**config.mk**
```make
export PLATFORM = sky130hd
export DESIGN_NAME = dual_volume_fade_ramp
export DESIGN_NICKNAME = d
export VERILOG_FILES = /design/src/rtl/dvf_pkg.sv /design/src/rtl/dual_volume_fade_ramp.sv
export VERILOG_INCLUDE_DIRS = /design/src /design/src/rtl
export SDC_FILE = /design/constraint.sdc
export NUM_CORES = 1
export LEC_CHECK = 0
export ABC_AREA = 0
export ABC_CLOCK_PERIOD_IN_PS = 20500
export BUFFER_PORTS_ARGS = -buffer_cell sky130_fd_sc_hd__buf_2
export CAP_MARGIN = 20
export CORE_MARGIN = 1
export CORE_UTILIZATION = 59
export CTS_CLUSTER_SIZE = 14
export DETAILED_ROUTE_END_ITERATION = 6
export PLACE_DENSITY = 0.78
export SLEW_MARGIN = 20
export SYNTH_ARGS = -nofsm -noshare
export SYNTH_HDL_FRONTEND = slang
export SYNTH_SLANG_ARGS = --single-unit
export TNS_END_PERCENT = 30
```
**constraint.sdc**
```tcl
create_clock -name clk -period 20.5 [get_ports clk]
set_input_delay 2.05 -clock clk [delete_from_list [all_inputs] [get_ports clk]]
set_output_delay 2.05 -clock clk [all_outputs]
set_load 0.005 [all_outputs]
```
**src/rtl/assert_macros.svh**
```systemverilog
// Assertion macros for the RTL files.
// No dependencies; include by bare file name.
`ifndef ASSERT_MACROS_SVH
`define ASSERT_MACROS_SVH

// Implication checked at every rising clock edge, held off during reset.
`define ASSERT_IMPL(lbl, clk, rst_n, ante, cons, msg) \
  lbl: assert property (@(posedge clk) disable iff (!rst_n) (ante) |-> (cons)) \
    else $error(msg);

// Next-cycle implication, held off during reset.
`define ASSERT_NEXT(lbl, clk, rst_n, ante, cons, msg) \
  lbl: assert property (@(posedge clk) disable iff (!rst_n) (ante) |=> (cons)) \
    else $error(msg);

`endif

```
**src/rtl/dvf_pkg.sv**
```systemverilog
// Package for the dual volume fade ramp: constants, widths, state and opcode types.
// No dependencies.
`timescale 1ns / 1ps

package dvf_pkg;

  localparam int TICK_RATE_HZ     = 120;
  localparam int MASTER_RESET_VOL = 16383;
  localparam int CD_RESET_VOL     = 16383;

  localparam int MS_W     = 16;
  localparam int VOL_W    = 15;
  localparam int FIX_W    = 32;
  localparam int FRAC_W   = 16;
  localparam int MS_PER_S = 1000;

  // longest fade in ticks, and the widths that follow from it
  localparam int MAX_TICKS = ((2 ** MS_W - 1) * TICK_RATE_HZ) / MS_PER_S + 1;
  localparam int TICKS_W   = $clog2(MAX_TICKS + 1);
  localparam int MS_DIV_W  = $clog2(MS_PER_S + 1);
  localparam int DEN_W     = (TICKS_W > MS_DIV_W) ? TICKS_W : MS_DIV_W;

  // ms * rate / 1000 as a reciprocal multiply, exact over the whole ms range
  localparam int     MS_RATE_W = $clog2((2 ** MS_W - 1) * TICK_RATE_HZ + 1);
  localparam int     RECIP_SH  = MS_RATE_W + $clog2(MS_PER_S);
  localparam longint RECIP_M   = ((longint'(1) << RECIP_SH) + MS_PER_S - 1) / MS_PER_S;
  localparam int     RECIP_W   = $clog2(RECIP_M + 1);
  localparam int     PROD_W    = MS_RATE_W + RECIP_W;

  localparam int DIV_STEPS = FIX_W;
  localparam int CNT_W     = $clog2(DIV_STEPS);

  localparam int IN_TDATA_W  = 32;
  localparam int IN_TUSER_W  = 3;
  localparam int OUT_TDATA_W = 40;

  typedef enum logic [3:0] {
    S_IDLE,
    S_EXEC,
    S_TICK,
    S_DIV_MS,
    S_DIFF,
    S_ABS,
    S_DIV_STEP,
    S_NEG,
    S_DONE
  } state_t;

  typedef enum logic [1:0] {
    OP_TICK  = 2'd0,
    OP_SET   = 2'd1,
    OP_START = 2'd2,
    OP_STOP  = 2'd3
  } op_t;

endpackage

```
**src/rtl/dual_volume_fade_ramp.sv**
```systemverilog
// Dual linear volume fader (cd audio and master), 16.16 fixed point levels.
// Depends on dvf_pkg and assert_macros.svh.
`timescale 1ns / 1ps
`include "assert_macros.svh"

//  channel | direction | handshake              | payload
//  --------+-----------+------------------------+------------------------------------
//  in_     | input     | in_tvalid / in_tready  | tdata: volume, fade_ms; tuser: opcode, channel
//  out_    | output    | out_tvalid / out_tready| tdata: levels, fading and push flags
//  cfg_    | input     | cfg_valid / cfg_ready  | cfg_data: timer_active
//
//  Per request: set volume and stop finish straight from the execute state, tick
//  updates each fader in turn, start fade uses a reciprocal multiply to turn ms into
//  ticks, then one 32-step pass of the shared restoring divider takes the level
//  difference by ticks; start fade with the timer off finishes straight away.
//  Adds, the difference and the sign fixes share one 32-bit adder under the sequencer.
//  Reset (rst_n low, synchronous) loads both levels with their reset volumes,
//  clears ticks, targets and steps, and sets timer_active.
//  in_tready is high only while the sequencer is idle. A finished result waits in
//  the output register; a new request can be taken meanwhile and stalls at its
//  end until the previous result has gone out.

module dual_volume_fade_ramp
  import dvf_pkg::*;
(
  input  logic                   clk,
  input  logic                   rst_n,

  input  logic                   in_tvalid,
  output logic                   in_tready,
  input  logic [IN_TDATA_W-1:0]  in_tdata,   // [14:0] volume, [30:15] fade_ms, [31] zero
  input  logic [IN_TUSER_W-1:0]  in_tuser,   // [1:0] opcode, [2] channel

  output logic                   out_tvalid,
  input  logic                   out_tready,
  output logic [OUT_TDATA_W-1:0] out_tdata,  // [14:0] cd_level, [29:15] master_level,
                                             // [30] cd_fading, [31] master_fading,
                                             // [32] cd_push, [33] master_push, [39:34] zero

  input  logic                   cfg_valid,
  output logic                   cfg_ready,
  input  logic                   cfg_data    // timer_active
);

  localparam int OUT_PAD_W = OUT_TDATA_W - 2 * VOL_W - 4;

  state_t state_r, state_nxt;

  // fader state, index 0 cd audio, 1 master
  logic [FIX_W-1:0]   level_r  [2], level_nxt  [2];
  logic [FIX_W-1:0]   target_r [2], target_nxt [2];
  logic [FIX_W-1:0]   step_r   [2], step_nxt   [2];
  logic [TICKS_W-1:0] ticks_r  [2], ticks_nxt  [2];

  logic timer_active_r, timer_active_nxt;

  // latched request
  op_t              op_r,  op_nxt;
  logic             ch_r,  ch_nxt;
  logic [VOL_W-1:0] vol_r, vol_nxt;
  logic [MS_W-1:0]  ms_r,  ms_nxt;

  // sequencer and divider registers
  logic             idx_r, idx_nxt;
  logic [1:0]       push_r, push_nxt;
  logic             neg_r, neg_nxt;
  logic [FIX_W-1:0] num_r, num_nxt;
  logic [DEN_W-1:0] rem_r, rem_nxt;
  logic [DEN_W-1:0] den_r, den_nxt;
  logic [CNT_W-1:0] cnt_r, cnt_nxt;

  logic                   out_valid_r, out_valid_nxt;
  logic [OUT_TDATA_W-1:0] out_data_r,  out_data_nxt;

  // shared adder
  logic [FIX_W-1:0] add_a, add_b, add_sum;
  logic             add_sub;

  // restoring divider step
  logic [DEN_W:0]   div_trial;
  logic             div_ge;
  logic [DEN_W-1:0] div_rem;
  logic [FIX_W-1:0] div_num;
  logic             div_last;

  // ms * rate times the reciprocal of 1000
  logic [PROD_W-1:0] tick_prod;

  assign add_sum = add_a + (add_sub ? ~add_b : add_b) + {{(FIX_W-1){1'b0}}, add_sub};

  assign div_trial = {rem_r, num_r[FIX_W-1]};
  assign div_ge    = div_trial >= {1'b0, den_r};
  assign div_rem   = div_ge ? DEN_W'(div_trial - {1'b0, den_r}) : div_trial[DEN_W-1:0];
  assign div_num   = {num_r[FIX_W-2:0], div_ge};
  assign div_last  = cnt_r == CNT_W'(DIV_STEPS - 1);

  assign tick_prod = PROD_W'(num_r[MS_RATE_W-1:0]) * PROD_W'(RECIP_M);

  assign in_tready  = state_r == S_IDLE;
  assign out_tvalid = out_valid_r;
  assign out_tdata  = out_data_r;
  assign cfg_ready  = 1'b1;

  always_comb begin
    state_nxt        = state_r;
    level_nxt        = level_r;
    target_nxt       = target_r;
    step_nxt         = step_r;
    ticks_nxt        = ticks_r;
    timer_active_nxt = timer_active_r;
    op_nxt           = op_r;
    ch_nxt           = ch_r;
    vol_nxt          = vol_r;
    ms_nxt           = ms_r;
    idx_nxt          = idx_r;
    push_nxt         = push_r;
    neg_nxt          = neg_r;
    num_nxt          = num_r;
    rem_nxt          = rem_r;
    den_nxt          = den_r;
    cnt_nxt          = cnt_r;
    out_valid_nxt    = out_valid_r;
    out_data_nxt     = out_data_r;
    add_a            = level_r[idx_r];
    add_b            = step_r[idx_r];
    add_sub          = 1'b0;

    if (cfg_valid) begin
      timer_active_nxt = cfg_data;
    end

    if (out_valid_r && out_tready) begin
      out_valid_nxt = 1'b0;
    end

    case (state_r)
      S_IDLE: begin
        if (in_tvalid) begin
          op_nxt    = op_t'(in_tuser[1:0]);
          ch_nxt    = in_tuser[2];
          vol_nxt   = in_tdata[VOL_W-1:0];
          ms_nxt    = in_tdata[VOL_W +: MS_W];
          push_nxt  = 2'b00;
          idx_nxt   = 1'b0;
          state_nxt = S_EXEC;
        end
      end

      S_EXEC: begin
        case (op_r)
          OP_TICK: begin
            state_nxt = S_TICK;
          end
          OP_SET: begin
            level_nxt[ch_r] = FIX_W'(vol_r) << FRAC_W;
            ticks_nxt[ch_r] = '0;
            push_nxt[ch_r]  = 1'b1;
            state_nxt       = S_DONE;
          end
          OP_START: begin
            if (timer_active_r) begin
              num_nxt   = FIX_W'({{(FIX_W-MS_W){1'b0}}, ms_r} * FIX_W'(TICK_RATE_HZ));
              state_nxt = S_DIV_MS;
            end else begin
              ticks_nxt[ch_r] = '0;
              state_nxt       = S_DONE;
            end
          end
          default: begin
            ticks_nxt[ch_r] = '0;
            state_nxt       = S_DONE;
          end
        endcase
      end

      // one fader per cycle through the shared adder
      S_TICK: begin
        if (ticks_r[idx_r] != '0) begin
          ticks_nxt[idx_r] = ticks_r[idx_r] - TICKS_W'(1);
          level_nxt[idx_r] = (ticks_r[idx_r] == TICKS_W'(1)) ? target_r[idx_r] : add_sum;
          push_nxt[idx_r]  = 1'b1;
        end
        if (idx_r) begin
          state_nxt = S_DONE;
        end else begin
          idx_nxt = 1'b1;
        end
      end

      // ms * rate / 1000, plus one, from the reciprocal product
      S_DIV_MS: begin
        ticks_nxt[ch_r]  = tick_prod[RECIP_SH +: TICKS_W] + TICKS_W'(1);
        target_nxt[ch_r] = FIX_W'(vol_r) << FRAC_W;
        state_nxt        = S_DIFF;
      end

      S_DIFF: begin
        add_a     = target_r[ch_r];
        add_b     = level_r[ch_r];
        add_sub   = 1'b1;
        num_nxt   = add_sum;
        neg_nxt   = add_sum[FIX_W-1];
        state_nxt = S_ABS;
      end

      S_ABS: begin
        add_a   = '0;
        add_b   = num_r;
        add_sub = 1'b1;
        if (neg_r) begin
          num_nxt = add_sum;
        end
        den_nxt   = DEN_W'(ticks_r[ch_r]);
        rem_nxt   = '0;
        cnt_nxt   = '0;
        state_nxt = S_DIV_STEP;
      end

      // |diff| / ticks, truncated
      S_DIV_STEP: begin
        num_nxt = div_num;
        rem_nxt = div_rem;
        cnt_nxt = cnt_r + CNT_W'(1);
        if (div_last) begin
          state_nxt = S_NEG;
        end
      end

      // restore the sign: truncation toward zero
      S_NEG: begin
        add_a          = '0;
        add_b          = num_r;
        add_sub        = 1'b1;
        step_nxt[ch_r] = neg_r ? add_sum : num_r;
        state_nxt      = S_DONE;
      end

      S_DONE: begin
        if (!out_valid_r || out_tready) begin
          out_data_nxt = {{OUT_PAD_W{1'b0}},
                          push_r[1], push_r[0],
                          ticks_r[1] > TICKS_W'(1), ticks_r[0] > TICKS_W'(1),
                          level_r[1][FRAC_W +: VOL_W], level_r[0][FRAC_W +: VOL_W]};
          out_valid_nxt = 1'b1;
          state_nxt     = S_IDLE;
        end
      end

      default: begin
        state_nxt = S_IDLE;
      end
    endcase
  end

  always_ff @(posedge clk) begin
    if (!rst_n) begin
      state_r        <= S_IDLE;
      level_r[0]     <= FIX_W'(CD_RESET_VOL) << FRAC_W;
      level_r[1]     <= FIX_W'(MASTER_RESET_VOL) << FRAC_W;
      target_r[0]    <= '0;
      target_r[1]    <= '0;
      step_r[0]      <= '0;
      step_r[1]      <= '0;
      ticks_r[0]     <= '0;
      ticks_r[1]     <= '0;
      timer_active_r <= 1'b1;
      out_valid_r    <= 1'b0;
      idx_r          <= 1'b0;
      push_r         <= 2'b00;
      cnt_r          <= '0;
    end else begin
      state_r        <= state_nxt;
      level_r        <= level_nxt;
      target_r       <= target_nxt;
      step_r         <= step_nxt;
      ticks_r        <= ticks_nxt;
      timer_active_r <= timer_active_nxt;
      out_valid_r    <= out_valid_nxt;
      idx_r          <= idx_nxt;
      push_r         <= push_nxt;
      cnt_r          <= cnt_nxt;
    end
  end

  always_ff @(posedge clk) begin
    op_r       <= op_nxt;
    ch_r       <= ch_nxt;
    vol_r      <= vol_nxt;
    ms_r       <= ms_nxt;
    neg_r      <= neg_nxt;
    num_r      <= num_nxt;
    rem_r      <= rem_nxt;
    den_r      <= den_nxt;
    out_data_r <= out_data_nxt;
  end

  // one request at a time
  `ASSERT_NEXT(a_one_req, clk, rst_n, in_tvalid && in_tready, !in_tready, "request overlap")
  // the step divide never sees a zero tick count
  `ASSERT_IMPL(a_den_nz, clk, rst_n, state_r == S_DIV_STEP, den_r != '0, "zero divisor")
  // tick counts stay within the longest fade
  `ASSERT_IMPL(a_ticks_max, clk, rst_n, 1'b1,
               ticks_r[0] <= TICKS_W'(MAX_TICKS) && ticks_r[1] <= TICKS_W'(MAX_TICKS),
               "tick count out of range")

endmodule
```
==> results of run 1 <==
==> placed cells by master, fill, tap and decap left out, types with 10 or more instances in the layout <==
| cell type | n |
|---|---|
| nor3_1 | 56 |
| edfxtp_1 | 127 |
| buf_2 | 75 |
| a31oi_1 | 20 |
| mux2_2 | 20 |
| a211oi_1 | 43 |
| buf_4 | 40 |
| a21oi_1 | 194 |
| fa_1 | 186 |
| a22oi_1 | 56 |
| nor2_1 | 242 |
| or3_1 | 20 |
| clkbuf_1 | 11 |
| nand2_1 | 253 |
| ha_1 | 308 |
| xor2_1 | 26 |
| xnor2_1 | 49 |
| nand3_1 | 28 |
| a311oi_1 | 11 |
| inv_1 | 364 |
| o21bai_1 | 14 |
| o21ai_0 | 146 |
| o21ai_1 | 10 |
| nor4_1 | 13 |
| nand4_1 | 29 |
| mux2i_1 | 167 |
| o211ai_1 | 23 |
| o21a_1 | 13 |
| clkbuf_16 | 37 |
| o22ai_1 | 29 |
| and3_1 | 15 |
| dfxtp_1 | 197 |
| a21o_1 | 36 |
| nand2b_1 | 10 |
| a221oi_1 | 45 |
| nor2b_1 | 11 |
==> synth_stat cells (20+ instances only) <==
cell type	n
a21oi_1	195
a21o_1	36
nand3_1	28
clkbuf_1	106
or3_1	20
o211ai_1	23
nor2_1	245
o22ai_1	29
nor3_1	60
a211oi_1	43
a22oi_1	56
edfxtp_1	127
ha_1	308
nand2_1	253
mux2_2	20
xor2_1	26
fa_1	186
a221oi_1	45
xnor2_1	49
dfxtp_1	198
nand4_1	29
a31oi_1	20
o21ai_0	146
mux2i_1	167
inv_1	365
==> registers in the layout, summed over array words and instances, names as in the netlist, 2 cells and up <==
name       cells
ticks_r       26
state_r        4
push_r         2
vol_r         15
out_tdata     34
level_r       64
op_r           2
rem_r         13
den_r         13
target_r      30
cnt_r          5
step_r        64
num_r         32
ms_r          16
==> per-stage QoR <==
step / setup slack (ps) / instances / hold slack, ps
detailed placement: 11880 / 3656 / 424.0
finish: 11720 / 3722 / 436.4
global placement: 11950 / 3656 / 419.8
floorplan: 12870 / 3079 / 409.0
global route: 11380 / 3722 / 453.3
CTS: 11820 / 3722 / 436.4
==> per-layer routing <==
| layer | track usage | part of all wire | vias to the layer above |
|---|---|---|---|
| met1 | 0.4412 | 0.41 | 11660 |
| met3 | 0.06214 | 0.099 | 244 |
| met5 | 0 | 0 | - |
| li1 | - | - | 10860 |
| met2 | 0.5203 | 0.45 | 1299 |
| met4 | 0.1498 | 0.046 | 0 |
==> cell families (layout without fill, tap and decap cells) <==
| group | count (synthesis) | in the layout | share of synthesized area |
|---|---|---|---|
| compound gates | 732 | 732 | 0.1725 |
| buf+inv | 513 | 549 | 0.07200 |
| xor+xnor | 77 | 77 | 0.02435 |
| flops | 325 | 325 | 0.2747 |
| mux | 189 | 189 | 0.06807 |
| simple gates | 742 | 742 | 0.1204 |
| other cells | 2 | 7 | 0.0002653 |
| fa+ha+maj | 494 | 494 | 0.2677 |
==> final cells by class <==
class	count	area [um^2]	share of cell area
Multi-Input combinational cell	2241	18550	0.6105
Sequential cell	325	7781	0.2561
Inverter	368	1384	0.04554
Clock buffer	53	1036	0.03410
Tap cell	607	759.5	0.02500
Timing Repair Buffer	115	675.6	0.02224
Clock inverter	13	197.7	0.006506
==> worst max-delay path, stage by stage (launching register included) <==
cell and delay, ps:
edfxtp_1 790, fa_1 560, fa_1 510, inv_1 60, fa_1 570, inv_1 70
fa_1 530, fa_1 550, fa_1 550, inv_1 50, fa_1 530, inv_1 50
ha_1 370, a21o_1 190, a21o_1 170, a21oi_1 420, o21ai_1 150, and4_2 260
nor3_1 310, ha_1 230, inv_1 90, or4_1 590, nor4_4 270, nand2_1 110
xnor2_1 280, nand3_1 170, o221ai_1 250
==> worst max path at each step <==
stage	from	to	slack (ps)
final	num_r[20]	ticks_r[21]	11720
after global routing	num_r[20]	ticks_r[21]	11380
after CTS	num_r[20]	ticks_r[21]	11820
after detailed placement	num_r[22]	ticks_r[21]	11880
after global placement	num_r[22]	ticks_r[10]	11950
after floorplan	num_r[20]	ticks_r[10]	12870
==> parameters.txt, run 1 <==
Parameter                              Value

STA
  Worst Max-Slew Pin Slew ... 1190 ps
  Final slew viol count ... 0
  Fmax ... 113.9 MHz
  Final-report setup violation count ... 0
  Unrepaired setup endpoints after global routing ... false
  Post-Route Setup TNS ... 0 ps
  Crit share post-route ... 0.4281
  Max-slew headroom at the worst pin ... 0.2049
  Clock skew after layout ... 19.01 ps
  Final count of hold timing violations ... 0
  Final min period ... 8776 ps

Worst setup path
  Arrival time at the worst endpoint ... ~9300 ps
  Worst-path fanout max ... 11
  Critical path startpoint category ... flip-flop
  Register-to-Register Setup Slack ... 11,720 ps
  Worst Setup End Kind ... flip-flop
  Depth of the worst register-to-register path ... 26
  Critical Setup Path Class ... flip-flop to flip-flop
  Destination of the worst register-to-register timing path ... ticks_r[21]
  Worst reg2reg path startpoint ... num_r[20]
  Critical Path RT ... between 20,000 and 25,000 ps

Clocking
  CTS tree ... built
  Count of hold buffers inserted by post-cts repair ... 0
  Clock latency of the later-clocked register in the worst-skew pair ... around 570 ps
  Clock-pin transition on the worst setup and hold timing paths ... around 60 ps
  Number of buffers inserted by post-CTS setup repair ... 0
  Num CTS Buffers ... 36
  Clock Tree Root ... clkbuf_16
  Cts repair resizes ... 0
  Maximum level of the CTS H-tree ... 2
  CTS sink count ... around 330
  Clock tree buffer depth ... 3

Floorplan
  I/O pin cnt ... 84
  Placement Rows ... 79
  Core region area ... 46,950 um^2
  Initial core utilization ... 0.6029
  Die Span Y ... 221.0 um
  Total die area ... roughly 49,000 um^2
  Horiz. Die Dim ... 221.0 um

Detailed routing
  Number of remaining DRC errors ... 2
  First-pass DRT Iterations ... 7
  Detailed Route WL ... 81,440 um
  Post-DR vias/cell ... 6.465
  WL per Instance ... 21.88 um
  Count of antenna-violating nets left after detailed routing ... 0
  Number of DRC markers after the initial detailed-route iteration ... 2,659
  Vias ... 24,060

Final layout
  Proportion of layout cells with a drive suffix above 1 ... 0.08154
  NumNets Final ... 3,622
  Post-route cell area ... 30,380 um^2
  Diodes inserted ... 0
  Synth-to-Final Area Change ... 7.332%
  Fill cell instance count of the final layout ... 3,777
  Final Core Density ... 0.6471

Status
  Failing checks ... DRC
  Outcome ... finished, violations left

Hold path
  Count of cells along the worst hold path ... 0
  Hold_sp ... push_r[1]
  Worst hold endpoint ... out_tdata[33]
  Path class of the lowest-slack min-delay path ... flip-flop to flip-flop

Logic synthesis
  Number of enable flip-flop cells after synthesis ... 127
  Netlist area before placement ... 28,310 um^2
  Async set-or-reset flop fraction in the synthesized netlist ... 0
  Number of flip-flops and latches in the synthesized netlist ... 325
  Count of warnings emitted by yosys ... 0
  Fraction of synthesized cell area taken by the top area cell type ... 0.1400
  Post-synthesis average cell area ... a little over 9 um^2
  Cell type with the largest total area after synthesis ... dfxtp_1
  Number of instances in the synthesized netlist ... between 3,000 and 4,000
  Distinct cell type count of the synthesized netlist ... 101
  Sequential element share of the synthesized area ... 0.2747
  Cell types occupying the most area after synthesis ... dfxtp_1, ha_1, edfxtp_1
  Main synth FF type ... dfxtp_1

Flow run
  Max-cap violations ... 0

Placement
  DP Area ... 29,150 um^2
  Weighted congestion at the end of routability-driven global placement ... ~0.96
  Port buffer count ... 75
  Hpwl dp ... 59,830 um

GRT
  Global-route wire length before repair ... 128,500 um
  Total Routing Usage GR ... 0.3299
  Antenna violations before repair ... 0
  Vias in the first global route ... 23,790
  Overflow left after global routing ... 0
  Pin count of the biggest net entering global routing ... 74
Power of run 1 is left out: the tool's default activity adds up to more than one toggle a clock period on the data nets, which glitch-free logic cannot reach.
==> inputs of run 2 (changes only) <==
ABC_CLOCK_PERIOD_IN_PS = 7800   (was 20500)
CORE_UTILIZATION = 58   (was 59)
PLACE_DENSITY = 0.8   (was 0.78)
clock period = 7.8 ns   (was 20.5 ns; I/O delays follow)
==> parameters.txt, run 2 (synthesized netlist as in run 1, its figures left out) <==
Parameter                              Value

Worst setup path
  Family with the most delay on the worst path ... adder cells
  Register-to-Register Setup Slack ... 290 ps (-11,440 ps)
  Worst Setup End Kind ... flip-flop
  Cell repeated most along the worst path ... fa_2
  Worst-path cell with the longest stage delay ... fa_2
  Worst stage delay on the critical path ... 610 ps (-180 ps)
  Arrival time at the worst endpoint ... 7960 ps (-1290 ps)
  Critical Setup Path Class ... flip-flop to flip-flop
  Cell breakdown of the critical path ... fa_2 > inv_1 > fa_2 > inv_1 > fa_2 > fa_1 > fa_2 > inv_1 > fa_2 > inv_1 > fa_1 > ha_4 > buf_4 > nand4_1 > o22ai_1 > a21oi_1 > a31oi_1 > nor3_2 > or4b_1 > a311oi_1 > a41o_1 > nand3_1 > xnor2_1 > o21ai_1
  Critical Path RT ... 8240 ps (-12,730 ps)
  Number of buffer and inverter stages on the critical path ... 5 (unchanged)
  Worst-path fanout max ... 4 (-7)
  Critical path startpoint category ... flip-flop

Floorplan
  Core region area ... 47,950 um^2 (+2.1%)
  Initial core utilization ... 0.5904 (-0.01251)
  Placement Rows ... 80 (+1.3%)
  Total die area ... 49,700 um^2 (+1.7%)
  Die Span Y ... 222.9 um (+0.85%)
  I/O pin cnt ... 84 (unchanged)
  Horiz. Die Dim ... 222.9 um (+0.85%)

GRT
  Overflow left after global routing ... 0 (unchanged)
  Global-route wire length before repair ... 131,100 um (+2.1%)
  Vias in the first global route ... 24,110 (+1.4%)
  Antenna violations before repair ... 1 (+1)
  Total Routing Usage GR ... 0.3361 (+0.006134)
  Pin count of the biggest net entering global routing ... 70 (-5.4%)

STA
  Unrepaired setup endpoints after global routing ... false
  Final min period ... 7514 ps (-1262 ps)
  Final slew viol count ... 0 (unchanged)
  Fmax ... 133.1 MHz (+17%)
  Crit share post-route ... 0.9634 (+0.5353)
  Max-slew headroom at the worst pin ... 0.2082 (+0.003283)
  Clock skew after layout ... 29.44 ps (+10.43 ps)
  Final count of hold timing violations ... 0 (unchanged)
  Worst Max-Slew Pin Slew ... 1186 ps (-3.320 ps)
  Worst hold margin ... 382.5 ps (-53.90 ps)
  Final-report setup violation count ... 0 (unchanged)

Detailed routing
  Post-DR vias/cell ... 6.434 (-0.48%)
  Number of DRC markers after the initial detailed-route iteration ... 2,971 (+12%)
  Count of antenna-violating nets left after detailed routing ... 0 (unchanged)
  First-pass DRT Iterations ... 6 (-1)
  WL per Instance ... 22.14 um (+1.2%)
  Number of remaining DRC errors ... 0 (-2)
  Vias ... 24,550 (+2.0%)
  Detailed Route WL ... 84,460 um (+3.7%)

Flow run
  Max-cap violations ... 0 (unchanged)

Final layout
  Most used cells in the layout excluding fill and tap cells ... inv_1, ha_1, nand2_1
  Synth-to-Final Area Change ... 10.25%
  Most common cell after layout, fill and taps aside ... inv_1
  Proportion of layout cells with a drive suffix above 1 ... 0.1163 (+0.03471)
  NumNets Final ... 3,707 (+2.3%)
  Diodes inserted ... 0 (unchanged)

Clocking
  Maximum level of the CTS H-tree ... 2 (unchanged)
  Clock Tree Root ... clkbuf_16
  CTS sink count ... 325 (unchanged)
  Clock-pin transition on the worst setup and hold timing paths ... 60 ps (about the same)
  CTS tree ... built
  Clock tree buffer depth ... 3 (unchanged)
  Num CTS Buffers ... 36 (unchanged)
  Clock latency of the later-clocked register in the worst-skew pair ... 570 ps (about the same)

Placement
  Hpwl dp ... 63,400 um (+6.0%)
  Weighted congestion at the end of routability-driven global placement ... 0.9665 (+0.92%)
  Port buffer count ... 75 (unchanged)

Hold path
  Path class of the lowest-slack min-delay path ... primary input to flip-flop

Status
  Outcome ... complete, no violations
run 2: per-layer routing:
| metal | GRT usage | routed length, um | vias up |
|---|---|---|---|
| met3 | 0.06743 | 8505 | 304 |
| met1 | 0.4450 | 33860 | 11790 |
| li1 | - | - | 11050 |
| met2 | 0.5328 | 38120 | 1402 |
| met5 | 0.01271 | 94 | - |
| met4 | 0.1466 | 3877 | 4 |
run 2: layout make-up:
type / instances / area [um^2]
clock buffers: 50 / 1035
clock inverters: 16 / 170.2
fillers: 3843 / 16740
inverters: 368 / 1384
multi-input cells: 2241 / 18720
flip-flops and latches: 325 / 7781
well taps: 615 / 769.5
repair buffers: 200 / 1346
run 2: timing repair:
item / in CTS / in global routing
hold buffers: 0 / 0
hold endpoints to repair: 0 / 0
endpoints found under the setup margin: 6 / 12
buffers inserted: 1 / 20
pin swaps: 10 / 37
gates resized for setup: 7 / 38
run 2: path summary, 6_finish.rpt:
check,from,cells after the start,endpoint
worst min register to register,push_r[0],0,out_tdata[32]
worst max register to register,num_r[21],24,ticks_r[25]
worst max-delay path,num_r[21],24,ticks_r[25]
worst min-delay path,in_tdata[27],1,ms_r[12]
run 2: metrics by stage:
step / std cells / instance area (um^2) / util / worst slack, ps / setup TNS [ps]
floorplan: 3079 / 28330 / - / 168.8 / 0
global placement: 3728 / 29660 / 0.6187 / 42.81 / 0
finish: 3815 / 31210 / 0.6509 / 285.7 / 0
global route: 3815 / 31210 / 0.6509 / 9.021 / 0
CTS: 3795 / 30910 / 0.6448 / 14.54 / 0
detailed placement: 3728 / 29660 / 0.6187 / -40.63 / -80.70
run 2: worst reg2reg max path, stage by stage, from the launching register on:
cell	delay [ps]
edfxtp_1	430
fa_2	610
inv_1	60
fa_2	540
inv_1	60
fa_2	540
fa_1	470
fa_2	560
inv_1	60
fa_2	550
inv_1	50
fa_1	480
ha_4	300
buf_4	110
nand4_1	120
o22ai_1	300
a21oi_1	150
a31oi_1	280
nor3_2	110
or4b_1	590
a311oi_1	280
a41o_1	210
nand3_1	80
xnor2_1	360
o21ai_1	100
Power of run 2 is left out for the same reason.
